`config.mk`:
```
export PLATFORM = sky130hd
export DESIGN_NAME = lzrd_front
export DESIGN_NICKNAME = d
export VERILOG_FILES = /design/src/design/lzrd_pkg.sv /design/src/design/lzrd_front.sv
export SDC_FILE = /design/constraint.sdc
export NUM_CORES = 1
export LEC_CHECK = 0
export ABC_AREA = 1
export CAP_MARGIN = 30
export CORE_ASPECT_RATIO = 0.7
export CORE_MARGIN = 5
export CORE_UTILIZATION = 50
export CTS_BUF_LIST = sky130_fd_sc_hd__clkbuf_8
export CTS_CLUSTER_SIZE = 14
export DETAILED_ROUTE_END_ITERATION = 8
export DONT_BUFFER_PORTS = 1
export REMOVE_ABC_BUFFERS = 1
export SLEW_MARGIN = 15
export SYNTH_ARGS = -nofsm -noshare
export SYNTH_HDL_FRONTEND = slang
export SYNTH_SLANG_ARGS = --single-unit
```
`constraint.sdc`:
```
create_clock -name clock -period 2.9 [get_ports clock]
set_clock_uncertainty 0.15 [all_clocks]
set_input_delay 0.145 -clock clock [delete_from_list [all_inputs] [get_ports clock]]
set_output_delay 0.145 -clock clock [all_outputs]
set_load 0.01 [all_outputs]
```
`src/design/lzrd_pkg.sv`:
```
// Shared types and constants of the LZSS ring decoder.
package lzrd_pkg;

   localparam int RING_DEPTH  = 4096;
   localparam int RING_AW     = $clog2(RING_DEPTH);
   localparam logic [RING_AW-1:0] RING_START = RING_AW'(12'hFEE);
   localparam int MATCH_MIN   = 3;
   localparam int QUEUE_DEPTH = 4;
   localparam int QUEUE_AW    = $clog2(QUEUE_DEPTH);

   // Command codes passed from the parser to the copy engine
   typedef enum logic [1:0] {
      OP_LITERAL = 2'd0,
      OP_MATCH   = 2'd1,
      OP_RESTART = 2'd2
   } op_type;

   typedef struct packed {
      logic [7:0] in_byte;
      logic       final_byte;
   } req_payload_type;

   typedef struct packed {
      logic [7:0]  out_byte;
      logic [31:0] out_count;
      logic        run_last;
   } rsp_payload_type;

   typedef struct packed {
      op_type             op;
      logic [7:0]         data;
      logic [RING_AW-1:0] offset;
      logic [3:0]         len_code;
      logic               stream_end;
   } cmd_type;

endpackage

```
`src/design/lzrd_front.sv`:
```
// Parser: accepts payload bytes, tracks flag bits and issues commands.
module lzrd_front (
   input  logic                     clock,
   input  logic                     reset,
   input  logic                     req_valid,
   output logic                     req_stall,
   input  lzrd_pkg::req_payload_type req_payload,
   input  logic                     q_full,
   output logic                     push,
   output lzrd_pkg::cmd_type        push_cmd
);
   import lzrd_pkg::*;

   typedef enum logic [1:0] {
      PH_FLAG   = 2'd0,
      PH_ITEM   = 2'd1,
      PH_MATCH2 = 2'd2
   } phase_type;

   phase_type  phase_ff, phase_in;
   logic [7:0] flag_bits_ff, flag_bits_in;
   logic [2:0] flag_idx_ff, flag_idx_in;
   logic [7:0] held_ff, held_in;
   logic       accept;

   assign req_stall = q_full;
   assign accept    = req_valid && !q_full;

   // Classify the incoming byte and build the command for the copy engine
   always_comb begin
      phase_in     = phase_ff;
      flag_bits_in = flag_bits_ff;
      flag_idx_in  = flag_idx_ff;
      held_in      = held_ff;
      push         = 1'b0;
      push_cmd     = '0;
      push_cmd.op  = OP_RESTART;
      push_cmd.stream_end = req_payload.final_byte;
      if (accept) begin
         unique case (phase_ff)
            PH_FLAG: begin
               flag_bits_in = req_payload.in_byte;
               flag_idx_in  = '0;
               phase_in     = PH_ITEM;
               push         = req_payload.final_byte;
            end
            PH_ITEM: begin
               if (!flag_bits_ff[~flag_idx_ff]) begin
                  push          = 1'b1;
                  push_cmd.op   = OP_LITERAL;
                  push_cmd.data = req_payload.in_byte;
                  flag_idx_in   = flag_idx_ff + 3'd1;
                  phase_in      = (flag_idx_ff == 3'd7) ? PH_FLAG : PH_ITEM;
               end else begin
                  held_in  = req_payload.in_byte;
                  phase_in = PH_MATCH2;
                  // cut-short match: only the restart survives
                  push     = req_payload.final_byte;
               end
            end
            PH_MATCH2: begin
               push              = 1'b1;
               push_cmd.op       = OP_MATCH;
               push_cmd.offset   = {req_payload.in_byte[7:4], held_ff};
               push_cmd.len_code = req_payload.in_byte[3:0];
               flag_idx_in       = flag_idx_ff + 3'd1;
               phase_in          = (flag_idx_ff == 3'd7) ? PH_FLAG : PH_ITEM;
            end
            default: begin
               phase_in = PH_FLAG;
            end
         endcase
         // end of stream: parser returns to its start state
         if (req_payload.final_byte) begin
            phase_in     = PH_FLAG;
            flag_bits_in = '0;
            flag_idx_in  = '0;
            held_in      = '0;
         end
      end
   end

   // Parser state
   always_ff @(posedge clock) begin
      if (reset) begin
         phase_ff     <= PH_FLAG;
         flag_bits_ff <= '0;
         flag_idx_ff  <= '0;
         held_ff      <= '0;
      end else begin
         phase_ff     <= phase_in;
         flag_bits_ff <= flag_bits_in;
         flag_idx_ff  <= flag_idx_in;
         held_ff      <= held_in;
      end
   end

endmodule

```
==> results of run 1 <==
==> power by group <==
| group | total (uW) | internal, uW | switching (uW) |
|---|---|---|---|
| sequential | 301 | 297 | 4.48 |
| combinational | 95.8 | 32.3 | 63.6 |
| clock | 194 | 95.8 | 98.0 |
| total | 591 | 425 | 166 |
==> placed cells by master (no fill, tap or decap), types with 2 or more instances in the layout <==
master / netlist / routed
nand4_1: 10 / 10
nand2_4: 2 / 2
nor3_1: 4 / 4
nand3b_1: 2 / 2
a211oi_1: 7 / 7
nand2_1: 43 / 43
dfxtp_1: 21 / 21
clkbuf_8: 0 / 3
nand3_2: 3 / 3
a21oi_2: 2 / 2
nand3_1: 8 / 8
o21ai_0: 2 / 2
a21oi_1: 20 / 20
dlygate4sd3_1: 0 / 11
inv_1: 26 / 26
ha_1: 6 / 6
nor2_1: 23 / 23
==> metrics by stage <==
stage                     total power, uW  instance area (um2)  cells
after floorplan                       367                 1260    185
after global placement                381                 1310    220
after detailed placement              383                 1310    220
after CTS                             595                 1470    235
after global routing                  623                 1470    235
final                                 591                 1470    235
==> routing by layer <==
| metal | vias up | global-route usage (%) |
|---|---|---|
| li1 | 645 | - |
| met1 | 614 | 24.2 |
| met2 | 47 | 32.9 |
| met3 | 2 | 7.40 |
| met4 | 0 | 2.81 |
| met5 | - | 0 |
==> tightest hold or removal path, stage by stage <==
cell	delay, ns
inv_1	0.07
nor2_4	0.10
nand4_1	0.08
a21oi_1	0.06
==> kinds of logic after synthesis <==
kind of cell / after synthesis / synth area share [%]
DFF: 21 / 32.0
and+or+nand+nor: 98 / 36.2
buffers and inverters: 37 / 11.4
adders and majority gates: 6 / 5.72
AOI/OAI and AO/OA: 33 / 14.6
==> worst paths after layout <==
kind / start / endpoint / slack [ns] / depth (start not counted)
hold reg to reg: held_ff[7] / held_ff[7] / 0.32 / 2
setup reg to reg: flag_idx_ff[0] / held_ff[6] / 1.18 / 9
setup / recovery: q_full / push_cmd[2] / 0.45 / 6
hold / removal: req_valid / flag_bits_ff[0] / 0.09 / 4
==> flip-flops by register name (all words and copies together) (netlist names) <==
name / count
flag_bits_ff: 8
held_ff: 8
flag_idx_ff: 3
phase_ff: 2
==> what timing repair did <==
action / 4_1_cts / 5_1_grt
hold buffers: 11 / 0
hold endpoints to repair: 21 / 0
gates resized for setup: 0 / 0
==> final cells by class <==
type / instances / area, um2 / area share, %
clock buffers: 3 / 41.3 / 2.81
inverters: 27 / 101 / 6.89
repair buffers: 12 / 118 / 8.00
multi-input cells: 137 / 742 / 50.5
flip-flops and latches: 21 / 420 / 28.6
clock inverters: 1 / 5.00 / 0.340
well taps: 34 / 42.5 / 2.89
==> impl_metrics.toml, run 1 <==
[route]
wl_met2_um = 1570
drtIter0Drc = 86
num_vias = 1308
top_layer = "met4"
dr_wl_met3_um = 333
wl_um = 3480
final_antenna_net_count = 0
wl_met1_um = 1560
drt_first_pass_iters = 4
drc = 0
wl_per_cell_um = 14.8
via_per_inst = 5.57

[timing]
layout_setup_ws_ns = 0.451
max_freq_mhz = 408
holdWs_ns = 0.0928
setup_viol = 0
post-route-period-util_pct = 84.5
slew_headroom_pct = 43.0
tns_ns = 0
rsz0062_at_grt = "false"
slew_viol_final = 0
worstMarginPinSlew_ns = 0.852
report.final.hold_viol_count = 0
period_minus_slack_ns = 2.45

[synth]
yosysTopAreaCell = "dfxtp_1"
yosysMostFrequentCell = "nand2_1"
synth.top_cell.area_share_pct = 32.0
synth-edff-count = 0
seq_area_frac_synth_pct = 32.0
yosys_warnings = 0
synth.distinct_cells = 24
synthCells = 195
synth_seq_cells = 21
async_flop_share_pct = 0
synth_area_leaders = "dfxtp_1, nand2_1, a21oi_1"
synthTopCellsByCount = "nand2_1, inv_1, nor2_1"
syn_avg_cell_area_um2 = 6.73
synth-main-ff-cell = "dfxtp_1"
syn_area_mm2 = 0.00131

[global_route]
first_global_vias = 1227
grt_first_pass_wirelength_um = 5800
antenna_found_initial = 0
grt_usage_pct = 19.5
overflow = 0
grt_max_degree = 22

[floorplanning]
io-pin-count = 42
dieHeight_um = 52.9
dieArea_mm2 = 0.00377
row_count = 15
core_region_area_mm2 = 0.00248
dieWidth_um = 71.2
start_util_pct = 53.0

[clock_tree]
cts.sink_count = 21
clock-root-buffer = "clkbuf_8"
postCtsSetupBuffers = 0
cts_tree = "built"
clk_latency_ns = 0.26
clk_pin_slew_worst_paths_ns = 0.08
htree_levels = 1
clock_path_buffers = 2
cts_buffers = 3

[finish]
fillers = 237
area_growth_pct = 12.0
nets = 221
fin_util_pct = 59.3
antenna_cells = 0
drive_above_1_share_pct = 7.96

[worst_setup_path]
path_cells = "dlygate4sd3_1 > nor2_4 > inv_1 > nor2_1 > inv_1 > nor2_1"
required_ns = 2.61
path_class = "input pin to primary output"
critPathSlowestCell = "dlygate4sd3_1"
max_stage_delay_ns = 0.57
cp_top_family = "buffers and inverters"
path_buf_inv = 3
cp_max_fo = 19
cp-start-kind = "input pin"
cp-end-kind = "primary output"
cp.arrival_ns = 2.15

[min_path]
hold_path.class = "input pin to flip-flop"

[placement]
place_congestion = 0.820
hpwlAfterDp_um = 2480
port_buffers = 0
place_ws_ns = 0.962

[power]
p_leak_uw = 0.000566
power.density_mw_per_mm2 = 402
peakVddDrop_mv = 0.264

[run_status]
status = "finished, final reports clean"

[job]
maxCapViolations = 0
No activity file was read; power rests on OpenSTA's default activity.
==> inputs of run 2 (changes only) <==
--- a/config.mk
+++ b/config.mk
@@ -14,6 +14,7 @@
 export CTS_CLUSTER_SIZE = 14
 export DETAILED_ROUTE_END_ITERATION = 8
 export DONT_BUFFER_PORTS = 1
+export PLACE_DENSITY = 0.68
 export REMOVE_ABC_BUFFERS = 1
 export SLEW_MARGIN = 15
 export SYNTH_ARGS = -nofsm -noshare
==> constraint.sdc (replaced) <==
create_clock -name clock -period 2.1 [get_ports clock]
set_clock_uncertainty 0.15 [all_clocks]
set_input_delay 0.105 -clock clock [delete_from_list [all_inputs] [get_ports clock]]
set_output_delay 0.105 -clock clock [all_outputs]
set_load 0.01 [all_outputs]
==> run 2 against run 1 <==
  * First-iteration DRC count decreased by 16%
  * Utilization increased by 1.0 points
  * Worst hold slack got worse by 0.033 ns
  * Routed wire length about the same
  * Die area unchanged
  * Sequential cell count unchanged
  * Clock-buffer cell count unchanged
  * Global-route usage decreased by 0.53 points
  * Setup slack got worse by 0.39 ns
  * Sequential share of layout area decreased by 0.48 points
  * Sequential power increased by 38%
==> impl_metrics.toml, run 2 (synthesis results as in run 1) <==
[timing]
max_freq_mhz = 491
setup_viol = 0
rsz0062_at_grt = "true"
slew_viol_final = 0
post-route-period-util_pct = 97.0
layout_setup_ws_ns = 0.0637
slew_headroom_pct = 41.5
period_minus_slack_ns = 2.04
worstMarginPinSlew_ns = 0.874
report.final.hold_viol_count = 0

[global_route]
grt_usage_pct = 19.0
grt_max_degree = 22
first_global_vias = 1253
overflow = 0
grt_first_pass_wirelength_um = 5780
antenna_found_initial = 0

[clock_tree]
clock_path_buffers = 2
clk_latency_ns = 0.26
clk_pin_slew_worst_paths_ns = 0.08
cts.sink_count = 21
htree_levels = 1
clock-root-buffer = "clkbuf_8"
cts_tree = "built"
cts_buffers = 3

[job]
maxCapViolations = 0

[worst_setup_path]
required_ns = 1.85
cp_max_fo = 9
cp.arrival_ns = 1.78
cp-start-kind = "flip-flop"
path_class = "flip-flop to primary output"
cp-end-kind = "primary output"

[finish]
top_regs = "flag_bits_ff (8), held_ff (8), flag_idx_ff (3)"
drive_above_1_share_pct = 10.3
antenna_cells = 0
final_cell_mix = "nand2_1, inv_1, nor2_1"
area_growth_pct = 13.9
final_common_cell = "nand2_1"
nets = 224
post-route-cell-area_mm2 = 0.00150

[floorplanning]
dieArea_mm2 = 0.00377
dieHeight_um = 52.9
row_count = 15
core_region_area_mm2 = 0.00248
io-pin-count = 42
dieWidth_um = 71.2
start_util_pct = 53.0

[power]
peakVddDrop_mv = 0.462
p_leak_uw = 0.000583
power.density_mw_per_mm2 = 546

[placement]
place_congestion = 0.905
dpl-instance-area_mm2 = 0.00134
port_buffers = 0
hpwlAfterDp_um = 2570
place_ws_ns = 0.368

[route]
via_per_inst = 5.52
wl_um = 3480
drtIter0Drc = 72
final_antenna_net_count = 0
num_vias = 1314
drt_first_pass_iters = 5
wl_per_cell_um = 14.6
drc = 0

[run_status]
status = "finished, final reports clean"

[min_path]
hold_path.class = "input pin to primary output"
-- run 2: area by class of cell --
cell class | count | area, um2
sequential | 21 | 420
inverter | 27 | 101
clock buffer | 3 | 41.3
multi-input combinational | 137 | 747
fill | 242 | 982
tap | 34 | 42.5
timing repair buffer | 15 | 138
clock inverter | 1 | 5.00
-- run 2: final timing paths --
kind | start | endpoint | slack, ns | depth (start not counted)
min reg2reg | flag_bits_ff[0] | flag_bits_ff[0] | 0.32 | 2
min | req_payload[0] | push_cmd[0] | 0.06 | 0
max reg2reg | phase_ff[0] | flag_idx_ff[1] | 0.39 | 8
max | flag_idx_ff[0] | push_cmd[17] | 0.06 | 6
-- run 2: stage by stage --
| stage | power [uW] | instances | hold WS, ns | setup TNS, ns | utilization (%) |
|---|---|---|---|---|---|
| after floorplan | 506 | 185 | 0.0174 | 0 | - |
| after global placement | 528 | 224 | 0.0208 | 0 | 54.2 |
| after detailed placement | 533 | 224 | 0.0231 | 0 | 54.2 |
| final | 816 | 238 | 0.0600 | 0 | 60.4 |
| after global routing | 854 | 238 | 0.0600 | -0.136 | 60.4 |
| after CTS | 821 | 238 | 0.0602 | 0 | 60.2 |
-- run 2: routing by layer --
layer | wire length (um) | vias to the layer above | global-route usage, % | part of all wire, %
met5 | 0 | - | 0 | 0
met1 | 1500 | 609 | 24.3 | 43
met3 | 281 | 2 | 5.50 | 8.1
met2 | 1690 | 49 | 32.5 | 49
met4 | 6 | 0 | 2.50 | 0.17
li1 | - | 654 | - | -
-- run 2: worst max-delay path, stage by stage, from the launching register on --
cell and delay [ns]:
dfxtp_1 0.47, nand2_1 0.11, nand3_1 0.11, nand3_2 0.10
nand2_4 0.12, nand2_1 0.22, nor3_1 0.39
-- run 2: power by group --
part	internal [uW]	total (uW)	switching [uW]	leakage [uW]
combinational	45.9	134	88.5	0.000387
sequential	410	416	6.44	0.000171
clock	132	265	133	0.0000255
-- run 2: repair_timing --
| action | in CTS | in global routing |
|---|---|---|
| hold endpoints to repair | 21 | 0 |
| setup buffers | 0 | 0 |
| hold buffers | 10 | 0 |
| setup endpoints to repair | 0 | 5 |
| resized for setup | 0 | 1 |
