===== config.mk =====
export PLATFORM = sky130hd
export DESIGN_NAME = lzrd_queue
export DESIGN_NICKNAME = d
export VERILOG_FILES = /design/src/design/lzrd_pkg.sv /design/src/design/lzrd_queue.sv
export SDC_FILE = /design/constraint.sdc
export NUM_CORES = 1
export LEC_CHECK = 0
export BUFFER_PORTS_ARGS = -buffer_cell sky130_fd_sc_hd__buf_2
export CORE_UTILIZATION = 56
export CTS_CLUSTER_SIZE = 28
export DETAILED_ROUTE_END_ITERATION = 10
export HOLD_SLACK_MARGIN = 0.15
export PLACE_DENSITY = 0.78
export SLEW_MARGIN = 20
export SYNTH_ARGS = -nofsm -noshare
export SYNTH_HDL_FRONTEND = slang
export SYNTH_SLANG_ARGS = --single-unit

===== constraint.sdc =====
create_clock -name clock -period 2.2 [get_ports clock]
set_input_delay 0.66 -clock clock [delete_from_list [all_inputs] [get_ports clock]]
set_output_delay 0.66 -clock clock [all_outputs]
set_load 0.05 [all_outputs]

===== src/design/lzrd_pkg.sv =====
// Shared types and constants of the LZSS ring decoder.
package lzrd_pkg;

   localparam int RING_DEPTH  = 4096;
   localparam int RING_AW     = $clog2(RING_DEPTH);
   localparam logic [RING_AW-1:0] RING_START = RING_AW'(12'hFEE);
   localparam int MATCH_MIN   = 3;
   localparam int QUEUE_DEPTH = 4;
   localparam int QUEUE_AW    = $clog2(QUEUE_DEPTH);

   // Command codes passed from the parser to the copy engine
   typedef enum logic [1:0] {
      OP_LITERAL = 2'd0,
      OP_MATCH   = 2'd1,
      OP_RESTART = 2'd2
   } op_type;

   typedef struct packed {
      logic [7:0] in_byte;
      logic       final_byte;
   } req_payload_type;

   typedef struct packed {
      logic [7:0]  out_byte;
      logic [31:0] out_count;
      logic        run_last;
   } rsp_payload_type;

   typedef struct packed {
      op_type             op;
      logic [7:0]         data;
      logic [RING_AW-1:0] offset;
      logic [3:0]         len_code;
      logic               stream_end;
   } cmd_type;

endpackage


===== src/design/lzrd_queue.sv =====
// Short command FIFO between the parser and the copy engine.
module lzrd_queue (
   input  logic              clock,
   input  logic              reset,
   input  logic              push,
   input  lzrd_pkg::cmd_type push_cmd,
   output logic              full,
   input  logic              pop,
   output logic              head_valid,
   output lzrd_pkg::cmd_type head_cmd
);
   import lzrd_pkg::*;

   cmd_type             slots_ff [QUEUE_DEPTH];
   logic [QUEUE_AW-1:0] wr_ptr_ff, wr_ptr_in;
   logic [QUEUE_AW-1:0] rd_ptr_ff, rd_ptr_in;
   logic [QUEUE_AW:0]   count_ff, count_in;

   assign full       = (count_ff == (QUEUE_AW+1)'(QUEUE_DEPTH));
   assign head_valid = (count_ff != '0);
   assign head_cmd   = slots_ff[rd_ptr_ff];

   // Pointer and occupancy update
   always_comb begin
      wr_ptr_in = push ? wr_ptr_ff + 1'b1 : wr_ptr_ff;
      rd_ptr_in = pop  ? rd_ptr_ff + 1'b1 : rd_ptr_ff;
      count_in  = count_ff;
      if (push && !pop) begin
         count_in = count_ff + 1'b1;
      end else if (pop && !push) begin
         count_in = count_ff - 1'b1;
      end
   end

   always_ff @(posedge clock) begin
      if (reset) begin
         wr_ptr_ff <= '0;
         rd_ptr_ff <= '0;
         count_ff  <= '0;
      end else begin
         wr_ptr_ff <= wr_ptr_in;
         rd_ptr_ff <= rd_ptr_in;
         count_ff  <= count_in;
      end
   end

   // Command storage
   always_ff @(posedge clock) begin
      if (push) begin
         slots_ff[wr_ptr_ff] <= push_cmd;
      end
   end

endmodule


==> results of run 1 <==
==> layout by cell type, fill, tap and decap left out <==
cell        netlist  final
buf_16            0      1
dfxtp_4           0      1
buf_6             1     24
clkinvlp_4        0      4
buf_2             3     32
dfxtp_1           9      8
clkinv_2          0      4
xor2_1            3      3
clkinv_4          0      1
and2_1            4      4
xnor2_1           2      2
buf_4             0      3
nand2_1           1      1
edfxtp_1        108    108
clkbuf_16         0     16
clkbuf_8          0      1
inv_1             4      4
buf_12            2      7
nor2_1            7      7
fa_1              1      1
or3_1             2      2
clkbuf_1          1      1
o21ai_0           1      1
nor3b_1           1      1
a21oi_1           1      1
buf_8             0      1
ha_1              5      5
bufinv_16         0      5
mux2i_1           2      2
mux4_2           20     27
==> cells by family after synthesis <==
kind of cell / share of synthesized area
AO/OA/AOI/OAI: 0.002286
XOR/XNOR: 0.01001
buffers and inverters: 0.01945
flip-flops: 0.7826
adder cells (fa/ha/maj): 0.01888
AND/OR/NAND/NOR: 0.01716
multiplexers: 0.1496
==> timing repair <==
| action | in CTS | in global routing |
|---|---|---|
| cloned | 1 | 0 |
| endpoints found under the setup margin | 27 | 27 |
| gates resized for setup | 65 | 0 |
==> layer usage <==
layer,part of all wire,track usage,vias to the layer above
met5,0,0,-
met4,0.017,0.1022,0
li1,-,-,930
met2,0.53,0.3518,76
met3,0.046,0.05976,12
met1,0.41,0.2575,1051
==> area by class of cell <==
| class | count | area [um2] |
|---|---|---|
| Multi-Input combinational cell | 57 | 839.6 |
| Clock buffer | 18 | 417.9 |
| Tap cell | 99 | 123.9 |
| Inverter | 4 | 15.01 |
| Fill cell | 401 | 1740 |
| Timing Repair Buffer | 68 | 635.6 |
| Sequential cell | 117 | 3427 |
| Clock inverter | 14 | 209.0 |
==> per-stage QoR <==
stage               total power, mW  utilization  instance area (um2)  setup TNS, ns
detailed placement            3.412       0.6560                 4860              0
floorplan                     3.208            -                 4374              0
global route                  6.552       0.7651                 5668         -7.847
CTS                           6.411       0.7651                 5668         -7.270
global placement              3.394       0.6560                 4860              0
finish                        6.365       0.7651                 5668         -6.060
==> worst max-delay path, cell delays in order, from the launching register on <==
cell     delay [ns]
dfxtp_4        0.41
buf_12         0.17
mux4_2         0.54
buf_6          0.18
==> state kept, by name, indices dropped and copies added, names as in the netlist, named ones only <==
name and count:
count_ff 3, rd_ptr_ff 2, slots_ff 108, wr_ptr_ff 2
==> cells in the mapped netlist <==
cell type	n
clkbuf_1	1
buf_12	2
dfxtp_1	9
a21oi_1	1
xor2_1	3
fa_1	1
o21ai_0	1
ha_1	5
or3_1	2
buf_6	1
edfxtp_1	108
nor3b_1	1
buf_2	3
nor2_1	7
mux4_2	20
and2_1	4
inv_1	4
xnor2_1	2
nand2_1	1
mux4_1	7
mux2i_1	2
==> report_power, final <==
group | internal [mW] | total [mW] | switching (mW)
logic | 0.361 | 0.906 | 0.544
clock network | 1.94 | 2.86 | 0.916
registers | 2.55 | 2.60 | 0.0481
total | 4.86 | 6.37 | 1.51
==> how the worst max path moves through the flow <==
stage | slack, ns | to | startpoint
after floorplan | 0.04 | full | count_ff[1]
after detailed placement | 0.06 | count_ff[2] | push
final | -0.26 | head_cmd[8] | flop
after CTS | -0.31 | head_cmd[10] | flop
after global placement | 0.12 | count_ff[2] | push
after global routing | -0.32 | head_cmd[12] | flop
==> results.yml, run 1 <==
run_status:
  run_status: "finished with violations"
  violations: "negative setup slack"
place:
  post-dp-hpwl_um: 4059
  dp_cells: 344
  io_buffers: 59
  dp_worst_setup_slack_ns: 0.05762
  routabilityCongestion: 0.7031
yosys:
  ys_ff_latch: 117
  synth_top_cell_by_area: "edfxtp_1"
  yosys-top-cells-area: "edfxtp_1 (74%), mux4_2 (10%), mux4_1 (4.2%)"
  synth_nets: 222
  ys_types: 21
  netlist_area_um2: 4374
  synth_top_area_frac: 0.7414
  synth.avg_cell_area_um2: 23.64
  ys_seq_area_frac: 0.7826
  yosysWarnings: 0
  syn_inst: 185
routing:
  ant_nets: 0
  routed-via-count: 2069
  routedWlPerCell_um: 20.83
  vias_per_cell: 5.488
  drt_iter0_drc: 117
  drcViolationCount: 0
  finalWirelength_um: 7853
  drt-pass1-iter-count: 4
clocking:
  cts.path.max_buffers: 2
  cts_made_buffers: 17
  cts_tree: "built"
  cts_max_level: 4
  cts.sink_count: 117
  clockRootBuffer: "clkbuf_8"
  clk_pin_slew_ns: 0.06
  post_cts_buffers: 0
  clkLatencyLatePin_ns: 0.50
  cts_hold_buf: 0
run:
  max_cap_violations: 0
min_path:
  whs_path_depth: 1
  worstHoldStart: "push_cmd[6]"
  worstHoldEndpoint: "slots_ff[0][6]"
  min_path_type: "input port to flop"
worst_setup_path:
  critPathCaptureType: "output port"
  worstPathMaxFanout: 11
  required_ns: 1.54
  ff2ff_path_depth: 4
  critical_path.startpoint_type: "flop"
  arrival_ns: 1.80
  r2r_end: "count_ff[2]"
  regToRegStartpoint: "count_ff[0]"
  regToRegSetupSlack_ns: 0.71
  critPathKind: "flop to output port"
sta:
  rsz0062_at_grt: "true"
  maxSlewHeadroom: 0.8147
  skew_ns: 0.009812
  period_needed_ns: 2.461
  period_share: 1.119
  timing.fmax_mhz: 406.4
  drv_slew: 0
  hold-worst-slack_ns: 0.3728
  hold_violations: 0
  worstMarginPinSlew_ns: 0.2779
  setup_viol: 27
  worst_slack_ns: -0.2609
cells_and_area:
  drive_gt1_frac: 0.4568
  area_growth_pct: 29.58
  diodes: 0
  fin_cells: 377
  fin_nets: 302
floorplanning:
  core_area_um2: 7408
  die_w_um: 90.38
  die_h_um: 90.38
  start_util: 0.5904
  die_area_um2: 8169
  rows: 31
  boundaryPins: 60
global_route:
  grt.overflow.total: 0
  grt_max_degree: 28
  grt_use_total: 0.2117
  antenna_found_initial: 0
  grt_pass1_vias: 2202
  grt_pass1_wl_um: 12120
pwr:
  p_leak_nw: 2.002
  peakVddDrop_uv: 796.9
  powerDensity_nw_per_um2: 1123
Power figures use the tool's default switching activity.
==> run 2: changes to the inputs <==
--- a/config.mk
+++ b/config.mk
@@ -11,6 +11,7 @@
 export DETAILED_ROUTE_END_ITERATION = 10
 export HOLD_SLACK_MARGIN = 0.15
 export PLACE_DENSITY = 0.78
+export SKIP_CTS_REPAIR_TIMING = 1
 export SLEW_MARGIN = 20
 export SYNTH_ARGS = -nofsm -noshare
 export SYNTH_HDL_FRONTEND = slang
==> run 2 against run 1 <==
The flow still finishes with violations (negative setup slack); worst hold slack about the same; clock-buffer cell count unchanged; utilization about the same; final cell count unchanged; critical path type unchanged.
==> results.yml, run 2 (synthesized netlist as in run 1, its figures left out) <==
worst_setup_path:
  path_cells: "clkbuf_16, mux4_2, buf_6"
  required_ns: 1.54
  worstPathMaxFanout: 6
  regToRegSetupSlack_ns: 0.71
  arrival_ns: 1.79
  worst-path-buf-inv: 2
  cp_top_family: "multiplexers"
  critPathCaptureType: "output port"
  critical_path.startpoint_type: "flop"
  slowest_delay_ns: 0.54
  critPathKind: "flop to output port"
  crit_slowest_cell: "mux4_2"
floorplanning:
  boundaryPins: 60
  rows: 31
  die_h_um: 90.38
  die_area_um2: 8169
  die_w_um: 90.38
  core_area_um2: 7408
  start_util: 0.5904
place:
  dp_worst_setup_slack_ns: 0.05762
  routabilityCongestion: 0.7031
  placed_area_um2: 4860
  dp_cells: 344
  io_buffers: 59
  post-dp-hpwl_um: 4059
sta:
  drv_slew: 0
  period_needed_ns: 2.449
  tns_ns: -5.710
  worst_slack_ns: -0.2488
  hold-worst-slack_ns: 0.3728
  hold_violations: 0
  skew_ns: 0.01009
  period_share: 1.113
  rsz0062_at_grt: "true"
  timing.fmax_mhz: 408.4
  maxSlewHeadroom: 0.8149
  worstMarginPinSlew_ns: 0.2776
  setup_viol: 27
cells_and_area:
  fin_nets: 302
  layout_common_cells: "edfxtp_1 (108), buf_2 (32), mux4_2 (27)"
  largest_register_ffs: 108
  reg.largest.list: "slots_ff (108), count_ff (3)"
  drive_gt1_frac: 0.4568
  fillers: 404
  fin_cells: 377
  fin_area_um2: 5665
  seqCellArea_um2: 3427
  area_growth_pct: 29.52
  final_common_cell: "edfxtp_1"
  final_util: 0.7647
  diodes: 0
  largest-register: "slots_ff"
  multi_input_area_um2: 839.6
routing:
  drcViolationCount: 0
  routed-via-count: 2092
  drt_iter0_drc: 145
  vias_per_cell: 5.549
  routedWlPerCell_um: 20.78
  finalWirelength_um: 7833
  drt-pass1-iter-count: 4
  ant_nets: 0
global_route:
  grt_pass1_vias: 2182
  grt_use_total: 0.2053
  grt_pass1_wl_um: 11800
  grt.overflow.total: 0
  antenna_found_initial: 0
  grt_max_degree: 28
pwr:
  p_leak_nw: 2.002
  switching_share: 0.2373
  powerDensity_nw_per_um2: 1123
  finalPower_mw: 6.365
  p_int_mw: 4.855
  power_frac_clock: 0.450
  combinationalPowerShare: 0.142
  p_sw_mw: 1.510
  peakVddDrop_uv: 797.8
  pwr-share-seq: 0.409
run_status:
  violations: "negative setup slack"
  run_status: "finished with violations"
clocking:
  cts.sink_count: 117
  cts_max_level: 4
  cts_made_buffers: 17
  cts.path.max_buffers: 2
  clkLatencyLatePin_ns: 0.50
  clk_pin_slew_ns: 0.06
  cts_tree: "built"
  clockRootBuffer: "clkbuf_8"
run:
  max_cap_violations: 0
min_path:
  min_path_type: "input port to flop"
[run 2: cell types whose count changed in the layout (fill, tap and decap cells not counted)]
cell	change
buf_8	-1
buf_6	+2
buf_16	-1
buf_4	-1
clkbuf_16	+1
[run 2: layout make-up]
| type | instances | share of cell area |
|---|---|---|
| Timing Repair Buffer | 68 | 0.1117 |
| Sequential cell | 117 | 0.6049 |
| Multi-Input combinational cell | 57 | 0.1482 |
| Inverter | 4 | 0.002650 |
| Clock inverter | 14 | 0.03688 |
| Tap cell | 99 | 0.02186 |
| Clock buffer | 18 | 0.07376 |
[run 2: worst reg2reg max path: cells and delay by family, from the launching register on]
kind | cells | cell delay [ns]
AO/OA/AOI/OAI | 1 | 0.14
XOR/XNOR | 1 | 0.18
adder cells (fa/ha/maj) | 1 | 0.44
AND/OR/NAND/NOR | 1 | 0.32
flip-flops | 1 | 0.35
[run 2: routing by layer]
| layer | wire, um | GRT usage | vias to the layer above | share of wire |
|---|---|---|---|---|
| met5 | 0 | 0 | - | 0 |
| met3 | 311 | 0.06229 | 9 | 0.040 |
| met1 | 3124 | 0.2421 | 1079 | 0.40 |
| li1 | - | - | 929 | - |
| met2 | 4278 | 0.3454 | 75 | 0.55 |
| met4 | 117 | 0.09946 | 0 | 0.015 |
[run 2: path summary, 6_finish.rpt]
| kind | startpoint | depth (start not counted) | to |
|---|---|---|---|
| hold / removal | push_cmd[6] | 1 | slots_ff[0][6] |
| hold reg to reg | count_ff[2] | 2 | count_ff[2] |
| setup reg to reg | count_ff[0] | 4 | count_ff[2] |
| setup / recovery | flop | 3 | head_cmd[25] |
[run 2: power groups by stage]
| stage | Sequential (mW) | Combinational, mW | Clock (mW) |
|---|---|---|---|
| 3_3_place_gp | 2.63 | 0.765 | 0 |
| 6_report | 2.60 | 0.903 | 2.86 |
| 3_5_place_dp | 2.64 | 0.774 | 0 |
| 2_1_floorplan | 2.62 | 0.584 | 0 |
| 4_1_cts | 2.60 | 0.785 | 2.89 |
| 5_1_grt | 2.61 | 0.946 | 2.99 |
==> run 3: changes to the inputs <==
--- a/config.mk
+++ b/config.mk
@@ -5,12 +5,13 @@
 export SDC_FILE = /design/constraint.sdc
 export NUM_CORES = 1
 export LEC_CHECK = 0
+export ABC_AREA = 1
 export BUFFER_PORTS_ARGS = -buffer_cell sky130_fd_sc_hd__buf_2
-export CORE_UTILIZATION = 56
+export CORE_UTILIZATION = 57
 export CTS_CLUSTER_SIZE = 28
 export DETAILED_ROUTE_END_ITERATION = 10
 export HOLD_SLACK_MARGIN = 0.15
-export PLACE_DENSITY = 0.78
+export PLACE_DENSITY_LB_ADDON = 0.15
 export SKIP_CTS_REPAIR_TIMING = 1
 export SLEW_MARGIN = 20
 export SYNTH_ARGS = -nofsm -noshare
==> run 3 against run 2 <==
The flow still finishes with violations (negative setup slack); flip-flop and latch count is the same; combinational power fell by 12%; register-to-register slack worse by 0.03 ns; cell area barely moved; sequential share of layout area hardly changed; sequential power is essentially flat; setup slack improved by 0.084 ns; area after synthesis is 2.9% higher; clock power is 9.4% lower; power shrank 6.4%; first-iteration DRC count increased by 6.9%; highest routed layer unchanged; utilization fell by 2.8 points.
==> results.yml, run 3 <==
worst_setup_path:
  required_ns: 1.54
  ff2ff_path_depth: 5
  critPathKind: "flop to output port"
  arrival_ns: 1.70
  critical_path.startpoint_type: "flop"
  worstPathMaxFanout: 27
  regToRegSetupSlack_ns: 0.68
  r2r_end: "slots_ff[0][3]"
  regToRegStartpoint: "wr_ptr_ff[0]"
  critPathCaptureType: "output port"
floorplanning:
  die_w_um: 90.86
  boundaryPins: 60
  start_util: 0.5854
  die_area_um2: 8255
  core_area_um2: 7687
  rows: 32
  die_h_um: 90.86
routing:
  drcViolationCount: 0
  routed-via-count: 2836
  drt-pass1-iter-count: 5
  drt_iter0_drc: 155
  routedWlPerCell_um: 17.15
  ant_nets: 0
  finalWirelength_um: 8849
  vias_per_cell: 5.496
yosys:
  ys_types: 21
  ys_seq_area_frac: 0.7606
  synth_top_cell_by_area: "edfxtp_1"
  synth.avg_cell_area_um2: 14.06
  yosys_most_used_dff: "edfxtp_1"
  yosysWarnings: 0
  synth.most_common_cell: "edfxtp_1"
  ys_async_sr_fraction: 0
  synth_top_area_frac: 0.7206
  yosys-top-cells-area: "edfxtp_1 (72%), nor2_1 (5.1%), dfxtp_1 (4.0%)"
  synth_nets: 357
  ys_ff_latch: 117
  syn_inst: 320
  netlist_area_um2: 4501
  synth_common_cells: "edfxtp_1 (108), nor2_1 (61), o21ai_0 (36), o22ai_1 (27), o21ai_1 (23)"
  synth_edf_count: 108
global_route:
  grt.overflow.total: 0
  grt_pass1_wl_um: 13240
  grt_use_total: 0.2195
  grt_max_degree: 55
  antenna_found_initial: 0
  grt_pass1_vias: 2722
min_path:
  whs_path_depth: 2
  min_path_type: "input port to flop"
  worstHoldStart: "reset"
  worstHoldEndpoint: "count_ff[0]"
pwr:
  finalPower_mw: 5.961
  peakVddDrop_uv: 723.3
  powerDensity_nw_per_um2: 1052
  p_leak_nw: 2.128
clocking:
  clk_pin_slew_ns: 0.05
  cts.path.max_buffers: 2
  clockRootBuffer: "clkbuf_8"
  cts_tree: "built"
  cts.sink_count: 117
  cts_made_buffers: 17
  cts_max_level: 4
  clkLatencyLatePin_ns: 0.51
sta:
  timing.fmax_mhz: 422.8
  rsz0062_at_grt: "true"
  drv_slew: 0
  worst_slack_ns: -0.1650
  worstMarginPinSlew_ns: 0.4006
  setup_viol: 27
  period_needed_ns: 2.365
  hold-worst-slack_ns: 0.3241
  maxSlewHeadroom: 0.7326
  hold_violations: 0
  period_share: 1.075
  skew_ns: 0.008153
run_status:
  run_status: "finished with violations"
  violations: "negative setup slack"
cells_and_area:
  fin_cells: 516
  final_common_cell: "edfxtp_1"
  drive_gt1_frac: 0.2826
  largest-register: "slots_ff"
  layout_common_cells: "edfxtp_1 (108), nor2_1 (60), buf_4 (38)"
  fin_nets: 438
  seqCellArea_um2: 3428
  largest_register_ffs: 108
  diodes: 0
  fillers: 478
  area_growth_pct: 25.91
  multi_input_area_um2: 874.6
  reg.largest.list: "slots_ff (108), count_ff (3)"
place:
  routabilityCongestion: 0.7670
  dp_worst_setup_slack_ns: 0.1669
  io_buffers: 59
  post-dp-hpwl_um: 4942
  dp_cells: 481
run:
  max_cap_violations: 0
run 3: stage by stage:
step / setup TNS [ns] / cell area [um2] / util
finish: -2.822 / 5667 / 0.7371
global route: -4.705 / 5667 / 0.7371
CTS: -7.791 / 5493 / 0.7145
detailed placement: 0 / 4922 / 0.6403
global placement: 0 / 4922 / 0.6403
floorplan: 0 / 4501 / -
run 3: cells by family after synthesis:
| group | Yosys count | synth area share |
|---|---|---|
| DFF | 117 | 0.7606 |
| AOI/OAI and AO/OA | 89 | 0.1065 |
| and+or+nand+nor | 74 | 0.06283 |
| buffers and inverters | 33 | 0.04976 |
| adders and majority gates | 6 | 0.01835 |
| xor gates and xnor gates | 1 | 0.001946 |
run 3: how the worst max path moves through the flow:
stage | cells after the start | end | slack (ns) | start
after floorplan | 4 | head_cmd[10] | 0.07 | flop
after global placement | 4 | head_cmd[18] | 0.25 | flop
after detailed placement | 4 | head_cmd[12] | 0.17 | flop
after CTS | 4 | head_cmd[12] | -0.43 | flop
after global routing | 5 | head_cmd[12] | -0.20 | flop
final | 5 | head_cmd[21] | -0.16 | flop
run 3: area by class of cell:
type                            count  area share
Sequential cell                   117      0.6050
Multi-Input combinational cell    170      0.1543
Timing Repair Buffer               77     0.09781
Clock buffer                       18     0.07375
Clock inverter                     14     0.02694
Tap cell                          102     0.02252
Inverter                           17     0.01678
Timing Repair inverter              1    0.002870
run 3: worst max-delay path: stages, from the launching register on:
cell and delay, ns:
dfxtp_4 0.38, buf_12 0.16, inv_12 0.14, nor2_1 0.06, o22ai_1 0.22, buf_4 0.24
run 3: power by group:
group	internal, mW	switching, mW	total (mW)
clock network	1.62	0.972	2.59
logic	0.238	0.555	0.794
registers	2.54	0.0383	2.58
total	4.40	1.57	5.96
run 3: routing by layer:
layer | up-vias | global-route usage | part of all wire
li1 | 1350 | - | -
met1 | 1377 | 0.2735 | 0.43
met2 | 103 | 0.3624 | 0.50
met3 | 6 | 0.06145 | 0.060
met4 | 0 | 0.09259 | 0.0073
met5 | - | 0 | 0
